==> src/rtl/rc_channel_frame_encoder_top_assert.svh <==
// Assertion macros for the radio control frame encoder.
// Included by rc_channel_frame_encoder_top; needs nothing else.
`ifndef RC_CHANNEL_FRAME_ENCODER_TOP_ASSERT_SVH
`define RC_CHANNEL_FRAME_ENCODER_TOP_ASSERT_SVH

// Same-cycle implication, checked outside reset.
`define RCFE_ASSERT_NOW(name, clk, rst, ante, cons, msg) \
   name: assert property (@(posedge clk) disable iff (rst) (ante) |-> (cons)) \
      else $error(msg);

// Next-cycle implication, checked outside reset.
`define RCFE_ASSERT_NEXT(name, clk, rst, ante, cons, msg) \
   name: assert property (@(posedge clk) disable iff (rst) (ante) |=> (cons)) \
      else $error(msg);

`endif

==> src/rtl/rcfe_pkg.sv <==
// Shared types and constants for the radio control frame encoder.
// No dependencies; the front, queue, back and top files refer to it by scoped names.
package rcfe_pkg;

   // Frame layout
   localparam int NUM_CHANNELS     = 16;
   localparam int CHAN_W           = 4;
   localparam int STICK_CHANNELS   = 4;
   localparam int THROTTLE_CHANNEL = 2;
   localparam int VALUE_W          = 11;
   localparam logic [7:0] HEAD_BYTE = 8'h55;

   // Stick scaling: (value + STICK_MAX) * span / (2 * STICK_MAX) via reciprocal multiply
   localparam int STICK_MAX   = 32767;
   localparam int DIVISOR     = 2 * STICK_MAX;
   localparam int NUM_W       = 17;
   localparam int PROD_W      = 28;
   localparam int RECIP_SHIFT = 28;
   localparam logic [PROD_W-1:0] RECIP = PROD_W'((64'd1 << RECIP_SHIFT) / DIVISOR);

   // Queue between front and back
   localparam int QUEUE_DEPTH = 8;
   localparam int QPTR_W      = 3;
   localparam int QCNT_W      = 4;

   // Configuration port
   localparam int CSR_INDEX_W = 3;
   localparam int CSR_DATA_W  = 11;
   localparam logic [10:0] SPAN_RESET   = 11'd1639;
   localparam logic [10:0] OFFSET_RESET = 11'd204;

   typedef enum logic [CSR_INDEX_W-1:0] {
      CSR_SPAN          = 3'd0,
      CSR_OFFSET        = 3'd1,
      CSR_SUB_PROTOCOL  = 3'd2,
      CSR_PROTOCOL_TYPE = 3'd3,
      CSR_RECEIVER      = 3'd4,
      CSR_OPTION        = 3'd5
   } csr_index_type;

   typedef struct packed {
      logic signed [15:0] stick_value;
      logic               bind_ended;
   } req_payload_type;

   typedef struct packed {
      logic [7:0] frame_byte;
      logic       frame_end;
   } rsp_payload_type;

   typedef struct packed {
      logic [10:0]       span;
      logic [10:0]       offset;
      logic [6:0]        sub_protocol;
      logic [3:0]        protocol_type;
      logic [3:0]        receiver_number;
      logic signed [7:0] option_value;
   } cfg_type;

   // One finished channel word, as handed from front to back
   typedef struct packed {
      logic [VALUE_W-1:0] value;
      logic               first;
      logic               last;
      logic               bind_n;
   } chan_entry_type;

   // Packer state visible to the top level checks
   typedef struct packed {
      logic [3:0] held_bits;
      logic [1:0] header_left;
   } back_status_type;

endpackage

==> src/rtl/rcfe_front.sv <==
// Front end: accepts channel words, tracks the channel index and scales stick channels.
// Three register stages feed the queue; depends on rcfe_pkg.
module rcfe_front (
   input  logic                            clock,
   input  logic                            reset,
   input  logic                            req_valid,
   output logic                            req_ready,
   input  rcfe_pkg::req_payload_type       req_payload,
   input  rcfe_pkg::cfg_type               cfg,
   input  logic [rcfe_pkg::QCNT_W-1:0]     q_count,
   output logic                            push_valid,
   output rcfe_pkg::chan_entry_type        push_entry
);

   localparam logic signed [rcfe_pkg::NUM_W-1:0] LIMIT =
      rcfe_pkg::NUM_W'(rcfe_pkg::STICK_MAX);
   localparam logic [rcfe_pkg::CHAN_W-1:0] LAST_CHAN =
      rcfe_pkg::CHAN_W'(rcfe_pkg::NUM_CHANNELS - 1);
   localparam logic [rcfe_pkg::CHAN_W-1:0] STICK_LIMIT =
      rcfe_pkg::CHAN_W'(rcfe_pkg::STICK_CHANNELS);
   localparam logic [rcfe_pkg::CHAN_W-1:0] THROTTLE =
      rcfe_pkg::CHAN_W'(rcfe_pkg::THROTTLE_CHANNEL);

   typedef struct packed {
      logic [rcfe_pkg::PROD_W-1:0]  prod;
      logic [rcfe_pkg::VALUE_W-1:0] raw;
      logic                         stick;
      logic                         throttle;
      logic                         first;
      logic                         last;
      logic                         bind_n;
   } stage_type;

   logic [rcfe_pkg::CHAN_W-1:0]       ch_ff, ch_in;
   logic                              accept;
   logic [1:0]                        inflight;
   logic [rcfe_pkg::QCNT_W:0]         occupancy;
   logic signed [rcfe_pkg::NUM_W-1:0] sample, clamped, shifted;
   logic [rcfe_pkg::NUM_W-1:0]        num;
   stage_type                         a_in;
   logic                              a_valid_ff, b_valid_ff, c_valid_ff;
   stage_type                         a_ff, b_ff;
   logic [2*rcfe_pkg::PROD_W-1:0]     recip_prod;
   logic [rcfe_pkg::VALUE_W-1:0]      b_q0_ff, b_q0_in;
   logic [rcfe_pkg::PROD_W-1:0]       back_prod, remainder;
   logic                              bump;
   logic [rcfe_pkg::VALUE_W-1:0]      quotient, scaled;
   rcfe_pkg::chan_entry_type          c_entry_ff, c_entry_in;

   // Admit a word only when the queue has room for it and everything in flight
   assign inflight  = 2'({1'b0, a_valid_ff}) + 2'({1'b0, b_valid_ff}) + 2'({1'b0, c_valid_ff});
   assign occupancy = {1'b0, q_count} + {3'b0, inflight};
   assign req_ready = occupancy < (rcfe_pkg::QCNT_W + 1)'(rcfe_pkg::QUEUE_DEPTH);
   assign accept    = req_valid && req_ready;

   // Advance the channel index, wrap after the last channel
   always_comb begin
      ch_in = ch_ff;
      if (accept) begin
         if (ch_ff == LAST_CHAN) begin
            ch_in = '0;
         end else begin
            ch_in = ch_ff + 1'b1;
         end
      end
   end

   // Stage A: clamp to the stick range and multiply by the span
   always_comb begin
      sample = $signed({req_payload.stick_value[15], req_payload.stick_value});
      if (sample > LIMIT) begin
         clamped = LIMIT;
      end else if (sample < -LIMIT) begin
         clamped = -LIMIT;
      end else begin
         clamped = sample;
      end
      shifted = clamped + LIMIT;
      num     = unsigned'(shifted);
      a_in.prod     = {11'b0, num} * {17'b0, cfg.span};
      a_in.raw      = req_payload.stick_value[rcfe_pkg::VALUE_W-1:0];
      a_in.stick    = ch_ff < STICK_LIMIT;
      a_in.throttle = ch_ff == THROTTLE;
      a_in.first    = ch_ff == '0;
      a_in.last     = ch_ff == LAST_CHAN;
      a_in.bind_n   = !req_payload.bind_ended;
   end

   // Stage B: reciprocal multiply, estimate is exact or one low
   assign recip_prod = {{rcfe_pkg::PROD_W{1'b0}}, a_ff.prod}
                     * {{rcfe_pkg::PROD_W{1'b0}}, rcfe_pkg::RECIP};
   assign b_q0_in    = recip_prod[rcfe_pkg::RECIP_SHIFT +: rcfe_pkg::VALUE_W];

   // Stage C: correct the quotient, then offset or invert
   always_comb begin
      back_prod = {17'b0, b_q0_ff} * rcfe_pkg::PROD_W'(rcfe_pkg::DIVISOR);
      remainder = b_ff.prod - back_prod;
      bump      = remainder >= rcfe_pkg::PROD_W'(rcfe_pkg::DIVISOR);
      quotient  = b_q0_ff + {10'b0, bump};
      if (b_ff.throttle) begin
         scaled = cfg.span - quotient + cfg.offset;
      end else begin
         scaled = quotient + cfg.offset;
      end
      c_entry_in.value  = b_ff.stick ? scaled : b_ff.raw;
      c_entry_in.first  = b_ff.first;
      c_entry_in.last   = b_ff.last;
      c_entry_in.bind_n = b_ff.bind_n;
   end

   // Hold pipeline registers
   always_ff @(posedge clock) begin
      if (reset) begin
         ch_ff      <= '0;
         a_valid_ff <= 1'b0;
         b_valid_ff <= 1'b0;
         c_valid_ff <= 1'b0;
      end else begin
         ch_ff      <= ch_in;
         a_valid_ff <= accept;
         b_valid_ff <= a_valid_ff;
         c_valid_ff <= b_valid_ff;
      end
      a_ff       <= a_in;
      b_ff       <= a_ff;
      b_q0_ff    <= b_q0_in;
      c_entry_ff <= c_entry_in;
   end

   assign push_valid = c_valid_ff;
   assign push_entry = c_entry_ff;

endmodule

==> src/rtl/rcfe_queue.sv <==
// Short queue of finished channel words between front and back.
// Register storage with one read pointer; depends on rcfe_pkg.
module rcfe_queue (
   input  logic                            clock,
   input  logic                            reset,
   input  logic                            push,
   input  rcfe_pkg::chan_entry_type        push_entry,
   input  logic                            pop,
   output logic                            pop_valid,
   output rcfe_pkg::chan_entry_type        pop_entry,
   output logic [rcfe_pkg::QCNT_W-1:0]     count
);

   rcfe_pkg::chan_entry_type          store_ff [rcfe_pkg::QUEUE_DEPTH];
   logic [rcfe_pkg::QPTR_W-1:0]       wr_ptr_ff, wr_ptr_in;
   logic [rcfe_pkg::QPTR_W-1:0]       rd_ptr_ff, rd_ptr_in;
   logic [rcfe_pkg::QCNT_W-1:0]       count_ff, count_in;

   // Advance pointers and occupancy
   always_comb begin
      wr_ptr_in = push ? wr_ptr_ff + 1'b1 : wr_ptr_ff;
      rd_ptr_in = pop ? rd_ptr_ff + 1'b1 : rd_ptr_ff;
      count_in  = count_ff;
      if (push && !pop) begin
         count_in = count_ff + 1'b1;
      end else if (pop && !push) begin
         count_in = count_ff - 1'b1;
      end
   end

   always_ff @(posedge clock) begin
      if (reset) begin
         wr_ptr_ff <= '0;
         rd_ptr_ff <= '0;
         count_ff  <= '0;
      end else begin
         wr_ptr_ff <= wr_ptr_in;
         rd_ptr_ff <= rd_ptr_in;
         count_ff  <= count_in;
      end
      if (push) begin
         store_ff[wr_ptr_ff] <= push_entry;
      end
   end

   assign pop_valid = count_ff != '0;
   assign pop_entry = store_ff[rd_ptr_ff];
   assign count     = count_ff;

endmodule

==> src/rtl/rcfe_back.sv <==
// Back end: emits header bytes and packs 11-bit channel words LSB first into bytes.
// One byte per cycle, while rsp_ready takes it and a byte is ready, into a registered output; depends on rcfe_pkg.
module rcfe_back (
   input  logic                            clock,
   input  logic                            reset,
   input  rcfe_pkg::cfg_type               cfg,
   input  logic                            q_valid,
   input  rcfe_pkg::chan_entry_type        q_entry,
   output logic                            q_pop,
   output logic                            rsp_valid,
   input  logic                            rsp_ready,
   output rcfe_pkg::rsp_payload_type       rsp_payload,
   output rcfe_pkg::back_status_type       status
);

   // Header bytes still to send after the sync byte
   localparam logic [1:0] HDR_NONE   = 2'd0;
   localparam logic [1:0] HDR_OPTION = 2'd1;
   localparam logic [1:0] HDR_TYPE   = 2'd2;
   localparam logic [1:0] HDR_BIND   = 2'd3;

   logic [1:0]                   hdr_left_ff, hdr_left_in;
   logic                         bind_n_ff, bind_n_in;
   logic                         last_ff, last_in;
   logic [rcfe_pkg::VALUE_W-1:0] hold_ff, hold_in;
   logic [3:0]                   cnt_ff, cnt_in;
   logic                         rsp_valid_ff, rsp_valid_in;
   rcfe_pkg::rsp_payload_type    rsp_payload_ff, rsp_payload_in;
   logic                         can_emit;
   logic                         emit;
   logic [17:0]                  merged;

   assign can_emit = !rsp_valid_ff || rsp_ready;
   assign merged   = {7'b0, hold_ff} | ({7'b0, q_entry.value} << cnt_ff[2:0]);

   // Pick the next byte: header first, then held bits, then a new word
   always_comb begin
      hdr_left_in    = hdr_left_ff;
      bind_n_in      = bind_n_ff;
      last_in        = last_ff;
      hold_in        = hold_ff;
      cnt_in         = cnt_ff;
      rsp_payload_in = rsp_payload_ff;
      emit           = 1'b0;
      q_pop          = 1'b0;
      if (can_emit) begin
         if (hdr_left_ff != HDR_NONE) begin
            emit                      = 1'b1;
            hdr_left_in               = hdr_left_ff - 1'b1;
            rsp_payload_in.frame_end  = 1'b0;
            case (hdr_left_ff)
               HDR_BIND: begin
                  rsp_payload_in.frame_byte = {bind_n_ff, cfg.sub_protocol};
               end
               HDR_TYPE: begin
                  rsp_payload_in.frame_byte = {cfg.protocol_type, cfg.receiver_number};
               end
               HDR_OPTION: begin
                  rsp_payload_in.frame_byte = cfg.option_value;
               end
               default: begin
                  rsp_payload_in.frame_byte = rsp_payload_ff.frame_byte;
               end
            endcase
         end else if (cnt_ff >= 4'd8) begin
            // Drain a full byte of held bits
            emit                      = 1'b1;
            rsp_payload_in.frame_byte = hold_ff[7:0];
            hold_in                   = hold_ff >> 8;
            cnt_in                    = cnt_ff - 4'd8;
            rsp_payload_in.frame_end  = last_ff && (cnt_in < 4'd8);
         end else if (q_valid) begin
            emit    = 1'b1;
            q_pop   = 1'b1;
            last_in = q_entry.last;
            if (q_entry.first) begin
               // Frame start: drop leftover bits, send sync byte, queue the header
               rsp_payload_in.frame_byte = rcfe_pkg::HEAD_BYTE;
               rsp_payload_in.frame_end  = 1'b0;
               hdr_left_in               = HDR_BIND;
               bind_n_in                 = q_entry.bind_n;
               hold_in                   = q_entry.value;
               cnt_in                    = 4'(rcfe_pkg::VALUE_W);
            end else begin
               // Append the word to the held bits and send the lowest byte right away
               rsp_payload_in.frame_byte = merged[7:0];
               hold_in                   = rcfe_pkg::VALUE_W'(merged >> 8);
               cnt_in                    = cnt_ff + 4'd3;
               rsp_payload_in.frame_end  = q_entry.last && (cnt_in < 4'd8);
            end
         end
      end
      if (emit) begin
         rsp_valid_in = 1'b1;
      end else if (rsp_ready) begin
         rsp_valid_in = 1'b0;
      end else begin
         rsp_valid_in = rsp_valid_ff;
      end
   end

   always_ff @(posedge clock) begin
      if (reset) begin
         hdr_left_ff  <= HDR_NONE;
         cnt_ff       <= '0;
         hold_ff      <= '0;
         rsp_valid_ff <= 1'b0;
      end else begin
         hdr_left_ff  <= hdr_left_in;
         cnt_ff       <= cnt_in;
         hold_ff      <= hold_in;
         rsp_valid_ff <= rsp_valid_in;
      end
      bind_n_ff      <= bind_n_in;
      last_ff        <= last_in;
      rsp_payload_ff <= rsp_payload_in;
   end

   assign rsp_valid          = rsp_valid_ff;
   assign rsp_payload        = rsp_payload_ff;
   assign status.held_bits   = cnt_ff;
   assign status.header_left = hdr_left_ff;

endmodule

==> src/rtl/rc_channel_frame_encoder_top.sv <==
// Radio control frame encoder: 16 channel words in, 26-byte frame out (header + 22 payload).
// Words pass the front register stages and the queue, then leave through the packer's registered output.
// Output: one byte per cycle while rsp_ready takes it and a byte is ready to send;
// words are taken one per cycle while the 8-entry queue and scaling pipe have room.
// Reset clears the channel index, queue, packer and output; registers return to defaults.
// Depends on rcfe_pkg, rcfe_front, rcfe_queue, rcfe_back and the assertion macro header.
`include "rc_channel_frame_encoder_top_assert.svh"

module rc_channel_frame_encoder_top (
   input  logic                                  clock,
   input  logic                                  reset,
   input  logic                                  req_valid,
   output logic                                  req_ready,
   input  rcfe_pkg::req_payload_type             req_payload,
   output logic                                  rsp_valid,
   input  logic                                  rsp_ready,
   output rcfe_pkg::rsp_payload_type             rsp_payload,
   input  logic                                  csr_valid,
   output logic                                  csr_ready,
   input  logic [rcfe_pkg::CSR_INDEX_W-1:0]      csr_index,
   input  logic [rcfe_pkg::CSR_DATA_W-1:0]       csr_wdata
);

   rcfe_pkg::cfg_type               cfg_ff, cfg_in;
   logic                            push_valid;
   rcfe_pkg::chan_entry_type        push_entry;
   logic                            q_pop;
   logic                            q_valid;
   rcfe_pkg::chan_entry_type        q_entry;
   logic [rcfe_pkg::QCNT_W-1:0]     q_count;
   rcfe_pkg::back_status_type       back_status;

   // Register writes are always taken
   assign csr_ready = 1'b1;

   always_comb begin
      cfg_in = cfg_ff;
      if (csr_valid) begin
         case (csr_index)
            rcfe_pkg::CSR_SPAN:          cfg_in.span            = csr_wdata;
            rcfe_pkg::CSR_OFFSET:        cfg_in.offset          = csr_wdata;
            rcfe_pkg::CSR_SUB_PROTOCOL:  cfg_in.sub_protocol    = csr_wdata[6:0];
            rcfe_pkg::CSR_PROTOCOL_TYPE: cfg_in.protocol_type   = csr_wdata[3:0];
            rcfe_pkg::CSR_RECEIVER:      cfg_in.receiver_number = csr_wdata[3:0];
            rcfe_pkg::CSR_OPTION:        cfg_in.option_value    = csr_wdata[7:0];
            default: begin
               cfg_in = cfg_ff;
            end
         endcase
      end
   end

   always_ff @(posedge clock) begin
      if (reset) begin
         cfg_ff.span            <= rcfe_pkg::SPAN_RESET;
         cfg_ff.offset          <= rcfe_pkg::OFFSET_RESET;
         cfg_ff.sub_protocol    <= '0;
         cfg_ff.protocol_type   <= '0;
         cfg_ff.receiver_number <= '0;
         cfg_ff.option_value    <= '0;
      end else begin
         cfg_ff <= cfg_in;
      end
   end

   rcfe_front u_front (
      .clock       (clock),
      .reset       (reset),
      .req_valid   (req_valid),
      .req_ready   (req_ready),
      .req_payload (req_payload),
      .cfg         (cfg_ff),
      .q_count     (q_count),
      .push_valid  (push_valid),
      .push_entry  (push_entry)
   );

   rcfe_queue u_queue (
      .clock      (clock),
      .reset      (reset),
      .push       (push_valid),
      .push_entry (push_entry),
      .pop        (q_pop),
      .pop_valid  (q_valid),
      .pop_entry  (q_entry),
      .count      (q_count)
   );

   rcfe_back u_back (
      .clock       (clock),
      .reset       (reset),
      .cfg         (cfg_ff),
      .q_valid     (q_valid),
      .q_entry     (q_entry),
      .q_pop       (q_pop),
      .rsp_valid   (rsp_valid),
      .rsp_ready   (rsp_ready),
      .rsp_payload (rsp_payload),
      .status      (back_status)
   );

   // Credit check: the front never pushes into a full queue
   `RCFE_ASSERT_NOW(a_push_room, clock, reset, push_valid, q_count < rcfe_pkg::QCNT_W'(rcfe_pkg::QUEUE_DEPTH), "queue overflow")

   // The back never pops an empty queue
   `RCFE_ASSERT_NOW(a_pop_nonempty, clock, reset, q_pop, q_count != '0, "pop from empty queue")

   // A push without a pop grows the queue by one
   `RCFE_ASSERT_NEXT(a_count_grows, clock, reset, push_valid && !q_pop, q_count == $past(q_count) + 1'b1, "queue count mismatch")

   // The last frame byte leaves nothing held and no header pending
   `RCFE_ASSERT_NOW(a_end_clean, clock, reset, rsp_valid && rsp_payload.frame_end, back_status.held_bits == '0 && back_status.header_left == '0, "bits left over at frame end")

endmodule
==> config.mk <==
export PLATFORM = sky130hd
export DESIGN_NAME = rc_channel_frame_encoder_top
export DESIGN_NICKNAME = d
export VERILOG_FILES = /design/src/rtl/rcfe_pkg.sv /design/src/rtl/rcfe_front.sv /design/src/rtl/rcfe_queue.sv /design/src/rtl/rcfe_back.sv /design/src/rtl/rc_channel_frame_encoder_top.sv
export VERILOG_INCLUDE_DIRS = /design/src /design/src/rtl
export SDC_FILE = /design/constraint.sdc
export NUM_CORES = 1
export LEC_CHECK = 0
export BUFFER_PORTS_ARGS = -buffer_cell sky130_fd_sc_hd__clkbuf_2
export CORE_ASPECT_RATIO = 1.5
export CORE_MARGIN = 2
export CORE_UTILIZATION = 45
export DETAILED_ROUTE_END_ITERATION = 10
export SYNTH_ARGS = -nofsm -noshare
export SYNTH_HDL_FRONTEND = slang
export SYNTH_SLANG_ARGS = --single-unit
==> constraint.sdc <==
create_clock -name clock -period 14.35 [get_ports clock]
set_input_delay 0.7175 -clock clock [delete_from_list [all_inputs] [get_ports clock]]
set_output_delay 0.7175 -clock clock [all_outputs]
set_load 0.02 [all_outputs]
==> results.ini, run 1 <==
[die]
die_w_um=187
die-area_um2=51800
ioPinCount=48
core_um2=49500
initial_utilization_pct=45.4
die_height_um=278
rows=100

[place]
place_area_um2=23500
place_congestion=0.912
io_buffers=46
dp_hpwl_mm=42.7

[global_routing]
antenna_found_initial=2
grt_pass1_wl_mm=90.7
grt_pass1_vias=17078
grt_max_degree=70
grt_overflow_total=0
grt_usage_pct=22.1

[yosys]
ys_warn_count=0
synth-main-ff-cell=dfxtp_1
async_reset_ff_share_pct=0
yosysTopAreaCell=fa_1
syn-instance-count=2222
synth_cell_types=79
synth_area_leaders=fa_1 (18%), edfxtp_1 (16%), dfxtp_1 (16%)
avgSynthCellArea_um2=10.1
ys_seq_area_share_pct=32.7
syn_nets=2651
synth-seq-cells=306
yosysTopAreaCellShare_pct=17.5
synth_edf_count=123
syn_area_um2=22500

[clock_network]
cts.sinks=306
worstSkewPairLatency_ns=0.58
cts_resized=0
postCtsSetupRepairBufs=0
path_clk_slew_ns=0.07
cts_buffers=30
ctsLongestPathBuffers=3
cts_root_buf=clkbuf_16
h-tree-depth=1
cts_tree=built
cts_hold_buf=0

[worst_setup_path]
start_kind=flop
crit_required_ns=14.81
crit_top_cell=fa_1
crit_type=reg -> reg
cp_num_buf_inv=5
crit_arrival_ns=12.31
max_stage_delay_ns=0.76
cp_slowest_cell=a2111oi_0
cp-end-kind=flop
crit_family=adder cells
crit_fanout=7

[status]
run_status=complete, no violations

[finish]
fillCellCount=4566
postLayoutCellArea_um2=24500
drive_above_1_share_pct=8.17
n_antenna_cell=0
areaGrowthSynthToFinish_pct=8.69
layout.nets=2671

[route]
viasPerCell=5.44
drt-pass1-iter-count=6
drc_errors=0
finalWirelength_mm=55.4
num_vias=15924
drtIter0Drc=955
ant_nets=0
avgRoutedWirePerCell_um=18.9

[timing]
fin_crit_ns=11.85
setup_viol=0
timing.fmax_ghz=0.0844
drv_slew=0
fin_skew_ns=0.0173
relSlewSlack_pct=27.6
rsz0062_at_grt=no
hold_violations=0
period_share_pct=82.6
worstMarginPinSlew_ns=1.08
setup_tns_ns=0

[worst_hold_path]
hp-class=in -> reg

[job]
max_cap_viol_count=0

## path summary, 6_finish.rpt
path         slack [ns]                      to             start  cells past startpoint
min reg2reg        0.31        u_front.b_ff[13]  u_front.a_ff[13]                      0
max                2.50  u_front.push_entry[13]  u_front.b_ff[40]                     43
max reg2reg        2.50  u_front.push_entry[13]  u_front.b_ff[40]                     43
min                0.27         u_front.a_ff[0]    req_payload[0]                      2
## flip-flops by register name (all words and copies together) (netlist names), named ones only
| register | count |
|---|---|
| u_queue.store_ff | 112 |
| u_queue.wr_ptr_ff | 3 |
| u_back.cnt_ff | 4 |
| u_back.last_ff | 1 |
| u_front.push_entry | 14 |
| cfg_ff | 45 |
| u_front.a_ff | 43 |
| u_front.b_valid_ff | 1 |
| u_back.rsp_valid | 1 |
| u_front.a_valid_ff | 1 |
| u_queue.count | 4 |
| u_front.ch_ff | 4 |
| u_front.push_valid | 1 |
| u_back.hdr_left_ff | 2 |
| u_back.hold_ff | 11 |
| u_queue.rd_ptr_ff | 3 |
| u_back.bind_n_ff | 1 |
| u_back.rsp_payload | 9 |
| u_front.b_ff | 43 |
## cell families after synthesis
logic type	share of synthesized area [%]
buf+inv	5.81
fa+ha+maj	28.4
flops	32.7
xor+xnor	3.78
mux	6.26
compound gates	10.4
other cells	0.0167
simple gates	12.6
## cell usage after synthesis (4+ instances only)
cell type  number
inv_1         258
nand2_1       226
fa_1          197
ha_1          196
dfxtp_1       183
nor2_1        149
a21oi_1       123
edfxtp_1      123
o21ai_0        72
and2_1         67
clkbuf_1       66
mux2i_1        63
xnor2_1        62
nor3_1         41
xor2_1         35
a21o_1         31
mux4_2         28
nand3_1        26
nor2b_1        26
nand2b_1       22
a211oi_1       14
o21a_1         14
mux2_2         13
a22oi_1        11
a31oi_1        11
o211ai_1       11
and3_1         10
or3_1          10
nor4_1          8
o21bai_1        8
buf_1           7
buf_2           7
nand4_1         7
a2111oi_0       6
a211o_1         6
o22ai_1         6
o31ai_1         6
a21boi_0        4
nand3b_1        4
o2111ai_1       4
o221ai_1        4
## through the flow
step           hold WS, ns  instances  utilization [%]  worst slack, ns
2_1_floorplan        0.310       2222                -             3.81
3_5_place_dp         0.312       2873             47.3             2.55
3_3_place_gp         0.312       2873             47.3             2.79
4_1_cts              0.254       2928             49.4             2.51
5_1_grt              0.258       2928             49.4             1.56
6_report             0.274       2928             49.4             2.50
## routing by layer
metal	GRT usage (%)	share of wire [%]	vias to the layer above
met5	0	0	-
met4	10.5	5.1	0
met3	2.13	3.0	150
met2	42.9	54	370
met1	23.7	37	7847
li1	-	-	7557
## layout by cell type (no fill, tap or decap), drive strengths merged, types with 62 or more instances in the layout
cell / synthesis / routed
inv: 259 / 260
nand2: 226 / 226
fa: 197 / 197
ha: 196 / 196
dfxtp: 183 / 183
nor2: 149 / 149
a21oi: 124 / 124
edfxtp: 123 / 123
clkbuf: 66 / 86
o21ai: 75 / 75
and2: 68 / 68
mux2i: 63 / 63
xnor2: 62 / 62
## cell type report
cell class / instances / area (µm²) / share of cell area [%]
Clock inverter: 15 / 171 / 0.701
Clock buffer: 40 / 828 / 3.39
Sequential cell: 306 / 7360 / 30.1
Inverter: 261 / 980 / 4.01
Multi-Input combinational cell: 1573 / 13900 / 56.8
Tap cell: 663 / 830 / 3.39
Timing Repair Buffer: 70 / 410 / 1.68
Power of run 1 is left out: the tool's default activity adds up to more than one toggle a clock period on the data nets, which glitch-free logic cannot reach.
==> run 2: changes to the inputs <==
==> constraint.sdc (replaced) <==
create_clock -name clock -period 9.49 [get_ports clock]
set_input_delay 0.4745 -clock clock [delete_from_list [all_inputs] [get_ports clock]]
set_output_delay 0.4745 -clock clock [all_outputs]
set_load 0.02 [all_outputs]
==> run 2 against run 1 <==
Effect of this change:
- the flow now finishes with violations (setup timing)
- sequential share of layout area is 2.3 points lower
- setup slack worse by 3.0 ns
- hold slack worse by 0.22 ns
- non-clock buffer count is 193 higher
- core utilization is 4.2 points higher
- cell area is 8.5% higher
- via count is 4.7% higher
- die area stayed put
- flip-flop and latch count stayed put
- global-route usage is 0.22 points lower
- cell count is 6.7% higher
==> results.ini, run 2 (synthesis results as in run 1) <==
[global_routing]
grt_max_degree=70  ; unchanged
antenna_found_initial=5  ; was 2
grt_pass1_vias=17379  ; was 17078
grt_overflow_total=0  ; unchanged
grt_usage_pct=21.8  ; was 22.1%
grt_pass1_wl_mm=90.4  ; was 90.7 mm

[timing]
hold_violations=0  ; unchanged
timing.fmax_ghz=0.101  ; was 0.0844 GHz
drv_slew=0  ; unchanged
setup_viol=8  ; was 0
fin_skew_ns=0.0193  ; was 0.0173 ns
layout_setup_ws_ns=-0.455  ; was 2.50 ns
period_share_pct=105  ; was 82.6%
relSlewSlack_pct=17.6  ; was 27.6%
rsz0062_at_grt=yes  ; was no
fin_crit_ns=9.95  ; was 11.85 ns
worstMarginPinSlew_ns=1.23  ; was 1.08 ns

[worst_setup_path]
crit_arrival_ns=10.40  ; was 12.31 ns
start_kind=flop  ; unchanged
crit_required_ns=9.94  ; was 14.81 ns
cp_slowest_cell=fa_2  ; was a2111oi_0
crit_type=reg -> reg  ; unchanged
cp-end-kind=flop  ; unchanged
crit_fanout=4  ; was 7
max_stage_delay_ns=0.60  ; was 0.76 ns

[clock_network]
path_clk_slew_ns=0.06  ; was 0.07 ns
cts_tree=built  ; unchanged
cts_hold_buf=0  ; unchanged
cts_buffers=31  ; was 30
worstSkewPairLatency_ns=0.58  ; about the same
cts.sinks=306  ; unchanged
ctsLongestPathBuffers=3  ; unchanged
h-tree-depth=1  ; unchanged
cts_root_buf=clkbuf_16  ; unchanged

[place]
io_buffers=46  ; unchanged
pre_cts_ws_ns=-0.567  ; was 2.55 ns
place_congestion=0.870  ; was 0.912
dp_hpwl_mm=43.6  ; was 42.7 mm

[finish]
reg.largest.list=u_queue.store_ff x112, cfg_ff x45  ; unchanged
final_cell_mix=inv_1 (247), nand2_1 (223), buf_4 (212)  ; was inv_1 (258), nand2_1 (226), fa_1 (197)
areaGrowthSynthToFinish_pct=18.0  ; was 8.69%
final_common_cell=inv_1  ; unchanged
drive_above_1_share_pct=19.2  ; was 8.17%
largest_register=u_queue.store_ff  ; unchanged
largest_reg_flops=112  ; unchanged
layout.nets=2865  ; was 2671
fillCellCount=4472  ; was 4566

[die]
rows=100  ; unchanged
die-area_um2=51800  ; unchanged
ioPinCount=48  ; unchanged
initial_utilization_pct=45.4  ; unchanged
die_height_um=278  ; unchanged
core_um2=49500  ; unchanged
die_w_um=187  ; unchanged

[job]
max_cap_viol_count=0  ; unchanged

[route]
finalWirelength_mm=56.2  ; was 55.4 mm
highest_layer=met5  ; was met4
drtIter0Drc=881  ; was 955
viasPerCell=5.33  ; was 5.44
ant_nets=0  ; unchanged
drt-met1-wl_mm=20.9  ; was 20.8 mm
num_vias=16665  ; was 15924
met3_length_mm=1.57  ; was 1.67 mm
avgRoutedWirePerCell_um=18.0  ; was 18.9 µm
wl_met2_mm=31.0  ; was 30.1 mm
drt-pass1-iter-count=8  ; was 6
drc_errors=0  ; unchanged

[worst_hold_path]
hp-class=in -> reg  ; unchanged

[status]
run_status=complete, but fails checks  ; was complete, no violations
violations=setup timing

run 2: changes by cell type in the layout (fill, tap and decap cells not counted), sizes merged:
cell      previous run  this run
diode                0         1
clkinvlp             4         0
clkbuf              86        87
buf                 24       217
inv                260       265
clkinv              10         7
bufinv               2         6
run 2: what timing repair did:
action | in CTS | in global routing
hold endpoints to repair | 0 | 0
pin swaps | 60 | 40
setup endpoints to repair | 9 | 10
setup buffers | 14 | 11
resized for setup | 47 | 38
run 2: cell type report:
type / count / area (µm²) / share of cell area [%]
multi-input cells: 1573 / 14300 / 54.0
clock buffers: 41 / 863 / 3.25
clock inverters: 17 / 275 / 1.04
diodes: 1 / 2.50 / 0.00943
flip-flops and latches: 306 / 7370 / 27.8
repair buffers: 263 / 1880 / 7.07
well taps: 663 / 830 / 3.12
inverters: 261 / 980 / 3.69
run 2: final timing paths:
path | from | end | slack [ns] | cells after the start
worst max-delay path | u_front.b_ff[41] | u_front.push_entry[13] | -0.46 | 42
worst max register to register | u_front.b_ff[41] | u_front.push_entry[13] | -0.46 | 42
worst min register to register | u_front.a_ff[25] | u_front.b_ff[25] | 0.33 | 0
worst min-delay path | req_payload[0] | u_front.a_ff[0] | 0.05 | 2
run 2: worst max-delay path: cells and delay by family, from the launching register on:
kind            cells  cell delay (ns)
compound gates     17             3.48
fa+ha+maj          11             4.49
flops               1             0.35
buf+inv             5             0.27
simple gates        6             0.77
xor+xnor            3             0.43
run 2: metrics by stage:
stage          util (%)  cells  setup TNS, ns  cell area [µm²]  hold slack [ns]
3_3_place_gp       50.3   3048          -2.11            24900            0.312
2_1_floorplan         -   2222              0            22700            0.309
3_5_place_dp       50.3   3048          -2.99            24900            0.312
5_1_grt            53.6   3125          -6.34            26500           0.0384
6_report           53.6   3125          -2.27            26500           0.0538
4_1_cts            53.1   3116          -1.82            26300           0.0294
run 2: layer usage:
layer,track usage [%],vias up
li1,-,7957
met4,10.2,8
met1,23.5,8282
met5,0,-
met2,42.6,300
met3,2.04,118
Power of run 2 is left out for the same reason.
